==> src/rtl/tpa_pkg.sv <==
// Shared types and constants for the tachometer period averaging block.
// No dependencies; imported by tach_period_average_rpm (tpa_divider does not use it).
package tpa_pkg;

    // Request codes on the input channel
    localparam logic REQ_TICK    = 1'b0;
    localparam logic REQ_RESTART = 1'b1;

    localparam logic [31:0] RPM_NUM_RESET = 32'd1000000;
    localparam logic [31:0] U32_MAX       = 32'hFFFF_FFFF;

    typedef struct packed {
        logic req_type;
        logic pin_level;
    } in_t;

    typedef struct packed {
        logic [31:0] period_ticks;
        logic [31:0] average_ticks;
        logic [31:0] speed_rpm;
        logic        window_full;
    } out_t;

endpackage

==> src/rtl/tpa_divider.sv <==
// Iterative restoring divider, one quotient bit per cycle.
// Depends on nothing outside this file.
module tpa_divider #(
    parameter int DVD_W = 38,
    parameter int DVS_W = 32
) (
    input  logic             clk,
    input  logic             rst_n,
    input  logic             start,
    input  logic [DVD_W-1:0] dividend,
    input  logic [DVS_W-1:0] divisor,
    output logic             busy,
    output logic             done,
    output logic [DVD_W-1:0] quotient
);

    localparam int CNT_W = $clog2(DVD_W + 1);

    logic [DVD_W-1:0] quot_reg;
    logic [DVS_W-1:0] rem_reg;
    logic [DVS_W-1:0] dvs_reg;
    logic [CNT_W-1:0] cnt_reg;
    logic             busy_reg;
    logic             done_reg;

    logic [DVS_W:0]   shifted;
    logic             fits;

    assign shifted = {rem_reg, quot_reg[DVD_W-1]};
    assign fits    = (shifted >= {1'b0, dvs_reg});

    always_ff @(posedge clk or negedge rst_n)
    begin
        if (!rst_n)
        begin
            busy_reg <= 1'b0;
            done_reg <= 1'b0;
            cnt_reg  <= '0;
        end
        else
        begin
            done_reg <= 1'b0;
            if (start)
            begin
                busy_reg <= 1'b1;
                cnt_reg  <= CNT_W'(DVD_W);
            end
            else if (busy_reg)
            begin
                cnt_reg <= cnt_reg - CNT_W'(1);
                if (cnt_reg == CNT_W'(1))
                begin
                    busy_reg <= 1'b0;
                    done_reg <= 1'b1;
                end
            end
        end
    end

    // datapath
    always_ff @(posedge clk)
    begin
        if (start)
        begin
            quot_reg <= dividend;
            rem_reg  <= '0;
            dvs_reg  <= divisor;
        end
        else if (busy_reg)
        begin
            quot_reg <= {quot_reg[DVD_W-2:0], fits};
            if (fits)
                rem_reg <= DVS_W'(shifted - {1'b0, dvs_reg});
            else
                rem_reg <= shifted[DVS_W-1:0];
        end
    end

    assign busy     = busy_reg;
    assign done     = done_reg;
    assign quotient = quot_reg;

endmodule

==> src/rtl/tach_period_average_rpm.sv <==
// Tachometer period averaging with speed in rpm; uses tpa_pkg and tpa_divider.
// Flow: a tick without a pin edge stays in S_IDLE; an edge after the first goes through
// S_UPDATE and S_DONE to the output register, or, with the window full, through S_UPDATE,
// S_MEAN (sliced reciprocal multiply), S_DIV_SPD (rpm divide unless mean is 0), S_DONE.
// Throughput: one item per cycle for plain ticks; edges hold off input until done.
// Reset: asynchronous, clears edge timing and window counters; the ring RAM is not cleared.
module tach_period_average_rpm
    import tpa_pkg::*;
#(
    parameter int WINDOW      = 40,
    parameter int COUNT_WIDTH = 32
) (
    input  logic        clk,
    input  logic        rst_n,
    input  logic        in_valid,
    output logic        in_ready,
    input  in_t         in_data,
    output logic        out_valid,
    input  logic        out_ready,
    output out_t        out_data,
    input  logic        cfg_we,
    input  logic [31:0] cfg_wdata
);

    // Ring address, fill count and running sum widths follow from the window depth.
    localparam int AW     = (WINDOW > 1) ? $clog2(WINDOW) : 1;
    localparam int FILL_W = $clog2(WINDOW + 1);
    localparam int SUM_W  = 32 + $clog2(WINDOW);
    localparam int EXT_W  = (COUNT_WIDTH + 1 > 33) ? COUNT_WIDTH + 1 : 33;
    localparam logic [COUNT_WIDTH-1:0] HALF_MAX = {COUNT_WIDTH{1'b1}};

    // Mean = floor(sum * M / 2^(SUM_W+LOG_W)) with M = ceil(2^(SUM_W+LOG_W) / WINDOW),
    // exact for every SUM_W-bit sum. M is consumed 16 bits per cycle, low slice first.
    localparam int LOG_W       = $clog2(WINDOW);
    localparam int SLICE       = 16;
    localparam int MUL_STEPS   = (SUM_W + SLICE) / SLICE;
    localparam int M_W         = MUL_STEPS * SLICE;
    localparam int ACC_W       = SUM_W + SLICE;
    localparam int STEP_W      = $clog2(MUL_STEPS + 1);
    localparam int RECIP_SHIFT = SUM_W + LOG_W - SLICE * (MUL_STEPS - 1);
    localparam logic [63:0] RECIP_M =
        ((64'd1 << (SUM_W + LOG_W)) + 64'(WINDOW - 1)) / 64'(WINDOW);

    typedef enum logic [4:0] {
        S_IDLE    = 5'b00001,
        S_UPDATE  = 5'b00010,
        S_MEAN    = 5'b00100,
        S_DIV_SPD = 5'b01000,
        S_DONE    = 5'b10000
    } state_t;

    state_t                  state_reg, state_next;
    logic [COUNT_WIDTH-1:0]  tick_count_reg, tick_count_next;
    logic [COUNT_WIDTH-1:0]  last_half_reg, last_half_next;
    logic                    half_seen_reg, half_seen_next;
    logic                    prev_level_reg, prev_level_next;
    logic [AW-1:0]           ring_pos_reg, ring_pos_next;
    logic [FILL_W-1:0]       fill_count_reg, fill_count_next;
    logic [SUM_W-1:0]        sum_reg, sum_next;
    logic [31:0]             rpm_num_reg;
    logic                    out_valid_reg, out_valid_next;
    logic                    div_start_reg, div_start_next;

    // payload registers, no reset
    logic [31:0]             period_reg, period_next;
    logic [31:0]             avg_reg, avg_next;
    logic [31:0]             speed_reg, speed_next;
    logic                    full_reg, full_next;
    logic [31:0]             div_dvd_reg, div_dvd_next;
    logic [31:0]             div_dvs_reg, div_dvs_next;
    logic [SUM_W-1:0]        mul_x_reg, mul_x_next;
    logic [M_W-1:0]          mul_m_reg, mul_m_next;
    logic [ACC_W-1:0]        mul_acc_reg, mul_acc_next;
    logic [STEP_W-1:0]       mul_cnt_reg, mul_cnt_next;
    out_t                    out_data_reg, out_data_next;

    // Ring of stored periods: one write port, one registered read port.
    logic [31:0]             ring_mem [WINDOW];
    logic [31:0]             rd_data_reg;
    logic                    mem_we;

    logic [COUNT_WIDTH-1:0]  half_w;
    logic [EXT_W-1:0]        period_ext;
    logic [31:0]             period_sat;
    logic                    window_was_full;
    logic [FILL_W-1:0]       fill_inc;
    logic [SUM_W-1:0]        sum_upd;
    logic                    in_xfer;
    logic [ACC_W-1:0]        mul_acc_step;
    logic [31:0]             mean_w;

    logic                    div_busy;
    logic                    div_done;
    logic [31:0]             div_quot;

    tpa_divider #(
        .DVD_W (32),
        .DVS_W (32)
    ) u_div (
        .clk      (clk),
        .rst_n    (rst_n),
        .start    (div_start_reg),
        .dividend (div_dvd_reg),
        .divisor  (div_dvs_reg),
        .busy     (div_busy),
        .done     (div_done),
        .quotient (div_quot)
    );

    assign in_ready = (state_reg == S_IDLE);
    assign in_xfer  = in_valid && in_ready;

    // Half-period ending at this tick, saturating; full period clamps to 32 bits.
    assign half_w     = (tick_count_reg == HALF_MAX) ? HALF_MAX
                                                     : tick_count_reg + COUNT_WIDTH'(1);
    assign period_ext = EXT_W'(last_half_reg) + EXT_W'(half_w);
    assign period_sat = (period_ext > EXT_W'(U32_MAX)) ? U32_MAX : period_ext[31:0];

    // Window update: drop the oldest period once the ring is full.
    assign window_was_full = (fill_count_reg == FILL_W'(WINDOW));
    assign fill_inc        = fill_count_reg + FILL_W'(1);
    assign sum_upd         = window_was_full
                           ? sum_reg - SUM_W'(rd_data_reg) + SUM_W'(period_reg)
                           : sum_reg + SUM_W'(period_reg);

    // One slice of the reciprocal product; low bits drop out as the slices advance.
    assign mul_acc_step = (mul_acc_reg >> SLICE)
                        + ACC_W'(mul_x_reg) * ACC_W'(mul_m_reg[SLICE-1:0]);
    assign mean_w       = 32'(mul_acc_step >> RECIP_SHIFT);

    always_comb
    begin
        state_next      = state_reg;
        tick_count_next = tick_count_reg;
        last_half_next  = last_half_reg;
        half_seen_next  = half_seen_reg;
        prev_level_next = prev_level_reg;
        ring_pos_next   = ring_pos_reg;
        fill_count_next = fill_count_reg;
        sum_next        = sum_reg;
        period_next     = period_reg;
        avg_next        = avg_reg;
        speed_next      = speed_reg;
        full_next       = full_reg;
        div_dvd_next    = div_dvd_reg;
        div_dvs_next    = div_dvs_reg;
        mul_x_next      = mul_x_reg;
        mul_m_next      = mul_m_reg;
        mul_acc_next    = mul_acc_reg;
        mul_cnt_next    = mul_cnt_reg;
        div_start_next  = 1'b0;
        out_data_next   = out_data_reg;
        out_valid_next  = out_valid_reg;
        mem_we          = 1'b0;

        if (out_valid_reg && out_ready)
            out_valid_next = 1'b0;

        case (state_reg)
            S_IDLE:
            begin
                if (in_valid)
                begin
                    case (in_data.req_type)
                        REQ_RESTART:
                        begin
                            ring_pos_next   = '0;
                            fill_count_next = '0;
                            sum_next        = '0;
                        end
                        REQ_TICK:
                        begin
                            if (in_data.pin_level == prev_level_reg)
                            begin
                                if (tick_count_reg != HALF_MAX)
                                    tick_count_next = tick_count_reg + COUNT_WIDTH'(1);
                            end
                            else
                            begin
                                prev_level_next = in_data.pin_level;
                                tick_count_next = '0;
                                last_half_next  = half_w;
                                half_seen_next  = 1'b1;
                                if (half_seen_reg)
                                begin
                                    // ring read of the oldest slot issued this edge
                                    period_next = period_sat;
                                    state_next  = S_UPDATE;
                                end
                            end
                        end
                        default:
                        begin
                        end
                    endcase
                end
            end

            S_UPDATE:
            begin
                mem_we        = 1'b1;
                sum_next      = sum_upd;
                ring_pos_next = (ring_pos_reg == AW'(WINDOW - 1)) ? '0
                                                                  : ring_pos_reg + AW'(1);
                if (!window_was_full)
                    fill_count_next = fill_inc;
                if (window_was_full || fill_inc == FILL_W'(WINDOW))
                begin
                    full_next    = 1'b1;
                    mul_x_next   = sum_upd;
                    mul_m_next   = M_W'(RECIP_M);
                    mul_acc_next = '0;
                    mul_cnt_next = STEP_W'(MUL_STEPS);
                    state_next   = S_MEAN;
                end
                else
                begin
                    full_next  = 1'b0;
                    avg_next   = '0;
                    speed_next = '0;
                    state_next = S_DONE;
                end
            end

            S_MEAN:
            begin
                mul_acc_next = mul_acc_step;
                mul_m_next   = mul_m_reg >> SLICE;
                mul_cnt_next = mul_cnt_reg - STEP_W'(1);
                if (mul_cnt_reg == STEP_W'(1))
                begin
                    avg_next = mean_w;
                    if (mean_w == '0)
                    begin
                        speed_next = '0;
                        state_next = S_DONE;
                    end
                    else
                    begin
                        div_dvd_next   = rpm_num_reg;
                        div_dvs_next   = mean_w;
                        div_start_next = 1'b1;
                        state_next     = S_DIV_SPD;
                    end
                end
            end

            S_DIV_SPD:
            begin
                if (div_done)
                begin
                    speed_next = div_quot;
                    state_next = S_DONE;
                end
            end

            S_DONE:
            begin
                // wait for the output register to free up
                if (!out_valid_reg || out_ready)
                begin
                    out_valid_next              = 1'b1;
                    out_data_next.period_ticks  = period_reg;
                    out_data_next.average_ticks = avg_reg;
                    out_data_next.speed_rpm     = speed_reg;
                    out_data_next.window_full   = full_reg;
                    state_next                  = S_IDLE;
                end
            end

            default:
            begin
                state_next = S_IDLE;
            end
        endcase
    end

    always_ff @(posedge clk or negedge rst_n)
    begin
        if (!rst_n)
        begin
            state_reg      <= S_IDLE;
            tick_count_reg <= '0;
            last_half_reg  <= '0;
            half_seen_reg  <= 1'b0;
            prev_level_reg <= 1'b0;
            ring_pos_reg   <= '0;
            fill_count_reg <= '0;
            sum_reg        <= '0;
            rpm_num_reg    <= RPM_NUM_RESET;
            out_valid_reg  <= 1'b0;
            div_start_reg  <= 1'b0;
        end
        else
        begin
            state_reg      <= state_next;
            tick_count_reg <= tick_count_next;
            last_half_reg  <= last_half_next;
            half_seen_reg  <= half_seen_next;
            prev_level_reg <= prev_level_next;
            ring_pos_reg   <= ring_pos_next;
            fill_count_reg <= fill_count_next;
            sum_reg        <= sum_next;
            out_valid_reg  <= out_valid_next;
            div_start_reg  <= div_start_next;
            if (cfg_we)
                rpm_num_reg <= cfg_wdata;
        end
    end

    always_ff @(posedge clk)
    begin
        period_reg   <= period_next;
        avg_reg      <= avg_next;
        speed_reg    <= speed_next;
        full_reg     <= full_next;
        div_dvd_reg  <= div_dvd_next;
        div_dvs_reg  <= div_dvs_next;
        mul_x_reg    <= mul_x_next;
        mul_m_reg    <= mul_m_next;
        mul_acc_reg  <= mul_acc_next;
        mul_cnt_reg  <= mul_cnt_next;
        out_data_reg <= out_data_next;
    end

    // Ring RAM: read of the current slot is always registered; the write happens in
    // the update cycle, after the old value has been captured.
    always_ff @(posedge clk)
    begin
        if (mem_we)
            ring_mem[ring_pos_reg] <= period_reg;
        rd_data_reg <= ring_mem[ring_pos_reg];
    end

    assign out_valid = out_valid_reg;
    assign out_data  = out_data_reg;

`ifndef NO_ASSERTIONS
    a_fill_bound: assert property (@(posedge clk) disable iff (!rst_n)
        fill_count_reg <= FILL_W'(WINDOW))
        else $error("fill count beyond window depth");

    a_update_follows_xfer: assert property (@(posedge clk) disable iff (!rst_n)
        state_reg == S_UPDATE |-> $past(in_xfer))
        else $error("ring update without an input transfer");

    a_idle_divider: assert property (@(posedge clk) disable iff (!rst_n)
        in_ready |-> !div_busy)
        else $error("input taken while divider is busy");

    a_speed_nonzero_div: assert property (@(posedge clk) disable iff (!rst_n)
        state_reg == S_DIV_SPD |-> div_dvs_reg != '0)
        else $error("speed division by zero mean");

    a_partial_window: assert property (@(posedge clk) disable iff (!rst_n)
        out_valid && !out_data.window_full
            |-> out_data.average_ticks == '0 && out_data.speed_rpm == '0)
        else $error("mean or speed reported before window is full");
`endif

endmodule
==> config.mk <==
export PLATFORM = sky130hd
export DESIGN_NAME = tach_period_average_rpm
export DESIGN_NICKNAME = d
export VERILOG_FILES = /design/src/rtl/tpa_pkg.sv /design/src/rtl/tpa_divider.sv /design/src/rtl/tach_period_average_rpm.sv
export SDC_FILE = /design/constraint.sdc
export NUM_CORES = 2
export LEC_CHECK = 0
export ABC_AREA = 1
export ABC_CLOCK_PERIOD_IN_PS = 7700
export BUFFER_PORTS_ARGS = -buffer_cell sky130_fd_sc_hd__buf_2
export CAP_MARGIN = 20
export CELL_PAD_IN_SITES_DETAIL_PLACEMENT = 2
export CELL_PAD_IN_SITES_GLOBAL_PLACEMENT = 2
export CORE_ASPECT_RATIO = 0.7
export CORE_UTILIZATION = 39
export CTS_BUF_LIST = sky130_fd_sc_hd__clkbuf_4 sky130_fd_sc_hd__clkbuf_8 sky130_fd_sc_hd__clkbuf_16
export CTS_CLUSTER_SIZE = 14
export DETAILED_ROUTE_END_ITERATION = 10
export GPL_ROUTABILITY_DRIVEN = 0
export PLACE_DENSITY = 0.75
export SLEW_MARGIN = 20
export SYNTH_ARGS = -nofsm -noshare
export SYNTH_HDL_FRONTEND = slang
export SYNTH_HIERARCHICAL = 1
export SYNTH_SLANG_ARGS = --single-unit
==> constraint.sdc <==
create_clock -name clk -period 7.7 [get_ports clk]
set_input_delay 0.77 -clock clk [delete_from_list [all_inputs] [get_ports clk]]
set_output_delay 0.77 -clock clk [all_outputs]
set_load 0.02 [all_outputs]
==> impl_metrics.py <==
metrics = {
    "clocking": {
        "clk_latency_ps": 900,
        "clk_root_buffer_cell": "clkbuf_16",
        "clock_sinks": 1912,
        "tritoncts": "yes",
        "cts_max_path_buffers": 4,
        "htree_levels": 4,
        "numCtsBuffers": 198,
        "path_clk_slew_ps": 70,
    },
    "layout": {
        "final_cells": 12100,
        "syn_to_final_growth_pct": 12.4,
        "finalNetCount": 9456,
        "finish.instance_area_mm2": 0.106,
        "drive_gt1_frac": 0.0873,
        "largest_reg_flops": 1280,
    },
    "global_routing": {
        "grt_usage": 0.294,
        "busiest_layer": "met2",
        "grt_pass1_wl_um": 524000,
        "grt_use_met3": 0.0457,
        "grt_pass1_vias": 75000,
        "grt_max_degree": 118,
        "gr-total-overflow": 0,
        "grtUsageMet1": 0.423,
        "met2_usage": 0.470,
        "antenna_found_initial": 20,
    },
    "timing": {
        "rsz0062_at_grt": "false",
        "final-setup-viol-count": 0,
        "fin_crit_ps": 7450,
        "maxSlewHeadroom": 0.263,
        "finClkSkew_ps": 75.9,
        "period_share": 0.968,
        "worstMarginPinSlew_ps": 1100,
        "holdWs_ps": 134,
        "fin_setup_tns_ps": 0,
        "hold_viol": 0,
        "slew_violations": 0,
        "max_freq_ghz": 0.134,
    },
    "floorplan": {
        "die-area_mm2": 0.244,
        "row_count": 150,
        "start_util": 0.394,
        "dieWidth_um": 590,
        "die_y_um": 414,
        "core_area_mm2": 0.240,
        "ios": 138,
    },
    "power": {
        "ir_drop_mv": 0.234,
        "pwr_density_cell_mw_per_mm2": 295,
        "power_leakage_nw": 43.7,
    },
    "setup_path": {
        "endpoint_kind": "flip-flop",
        "ff2ff_setup_slack_ps": 250,
        "cp-start-kind": "flip-flop",
        "crit_type": "reg2reg",
        "crit_required_ps": 8230,
        "arrival_ps": 7990,
        "path_max_fanout": 32,
    },
    "placed_design": {
        "post_dp_cell_area_mm2": 0.0995,
        "place_hpwl_um": 245000,
        "place_inst": 11700,
        "port_buffers": 137,
    },
    "drt": {
        "drc": 0,
        "vias": 69300,
        "dr.pass1.iters": 6,
        "drt-wirelength-per-cell_um": 29.9,
        "drt_iter0_drc": 7001,
        "routed_wl_um": 361000,
        "drtAntennaViolNets": 0,
        "routed_via_density": 5.72,
    },
    "synthesis": {
        "synth_top_area_cell": "edfxtp_1",
        "synthesis.area_mm2": 0.0944,
        "ys_seq_area_frac": 0.593,
        "synthCells": 8525,
        "ys.flop_type": "edfxtp_1",
        "ys_ff_latch": 1912,
        "avgSynthCellArea_um2": 11.1,
        "ys_types": 65,
        "syn_nets": 9226,
        "synth_common_cells": "nand2_1 (1,914), edfxtp_1 (1,685), inv_1 (1,377)",
        "synth_edf_count": 1685,
        "synthTopCellsByArea": "edfxtp_1 (54%), nand2_1 (7.6%), fa_1 (6.0%)",
        "yosysMostFrequentCell": "nand2_1",
        "async_flop_share": 0.0853,
        "yosysWarnings": 6,
        "yosysTopAreaCellShare": 0.536,
    },
    "flow_run": {
        "drv_cap": 0,
    },
    "run_status": {
        "status": "complete, no violations",
    },
    "hold_path": {
        "hold_path.class": "in2reg",
    },
}
[cell type report]
cell class	count	area, µm²
diodes	5	12.5
clock buffers	261	5590
clock inverters	93	820
fillers	24600	134000
inverters	1394	5260
multi-input cells	4977	32600
flip-flops and latches	1912	56000
well taps	3192	3990
repair buffers	272	1860
[critical path, cell delays in order, from the launching register on]
cell	delay, ps
edfxtp_1	400
buf_8	200
nand2_1	270
inv_1	150
ha_1	340
fa_1	490
fa_1	450
fa_1	530
inv_1	50
fa_1	450
fa_1	490
inv_1	40
ha_1	540
nand2_1	170
nor2_1	230
nand2_1	140
nor2_1	370
nand3_2	230
nand4_1	190
nand2_2	160
nor2_1	150
nand2_1	110
nor2_1	140
nand3_1	120
nand2_1	100
nand2_1	100
inv_1	180
buf_12	210
[layout by cell type (no fill, tap or decap), drive strengths merged, types with 32 or more instances in the layout]
| cell type | Yosys | final |
|---|---|---|
| a21oi | 284 | 284 |
| a22oi | 184 | 184 |
| ha | 379 | 379 |
| o21bai | 41 | 41 |
| nor2 | 490 | 490 |
| nand4 | 161 | 161 |
| o21ai | 237 | 237 |
| buf | 86 | 269 |
| edfxtp | 1685 | 1685 |
| clkbuf | 156 | 263 |
| xnor2 | 57 | 57 |
| nand3 | 271 | 271 |
| mux2 | 32 | 32 |
| xor2 | 64 | 64 |
| fa | 283 | 283 |
| nand2 | 1923 | 1923 |
| o31ai | 34 | 34 |
| a221oi | 143 | 143 |
| nand3b | 39 | 39 |
| nor3 | 50 | 50 |
| inv | 1385 | 1391 |
| a22o | 110 | 110 |
| dfxtp | 64 | 64 |
| dfrtp | 155 | 155 |
| clkinv | 9 | 75 |
| a31oi | 57 | 57 |
[per-stage QoR]
step,setup slack (ps),power (mW),utilization
floorplan,411,17.6,-
global placement,401,20.8,0.415
detailed placement,120,21.3,0.415
CTS,38.1,31.2,0.442
global route,0.617,32.4,0.443
finish,248,31.3,0.443
[logic make-up after synthesis]
logic type      after synthesis  synth area share
compound gates             1184            0.0835
mux                          33           0.00392
xor+xnor                    121            0.0112
flops                      1912             0.593
fa+ha+maj                   662             0.110
simple gates               2977             0.132
buf+inv                    1636            0.0665
[final timing paths]
path,start,end,depth (start not counted)
min in group asynchronous,rst_n,last_half_reg[15],2
max in group asynchronous,rst_n,sum_reg[5],3
worst min-delay path,cfg_wdata[20],rpm_num_reg[20],2
worst max-delay path,mul_m_reg[14],speed_reg[2],27
worst min register to register,avg_reg[29],out_data[62],0
worst max register to register,mul_m_reg[14],speed_reg[2],27
[repair_timing]
| item | 4_1_cts | 5_1_grt |
|---|---|---|
| hold buffers | 1 | 0 |
| hold endpoints to repair | 10 | 0 |
| endpoints found under the setup margin | 0 | 90 |
| resized for setup | 0 | 27 |
| buffers inserted | 0 | 1 |
[routing by layer]
layer,share of wire,up-vias
met5,0.00012,-
met4,0.022,8
met3,0.076,480
met2,0.45,2659
met1,0.45,36700
li1,-,29500
[power breakdown]
| group | internal (mW) | leakage (nW) | switching, mW |
|---|---|---|---|
| clock network | 5.54 | 3.19 | 4.31 |
| logic | 2.41 | 22.6 | 6.64 |
| registers | 12.0 | 17.9 | 0.386 |
Note: power is estimated with default switching activity, not from simulation.
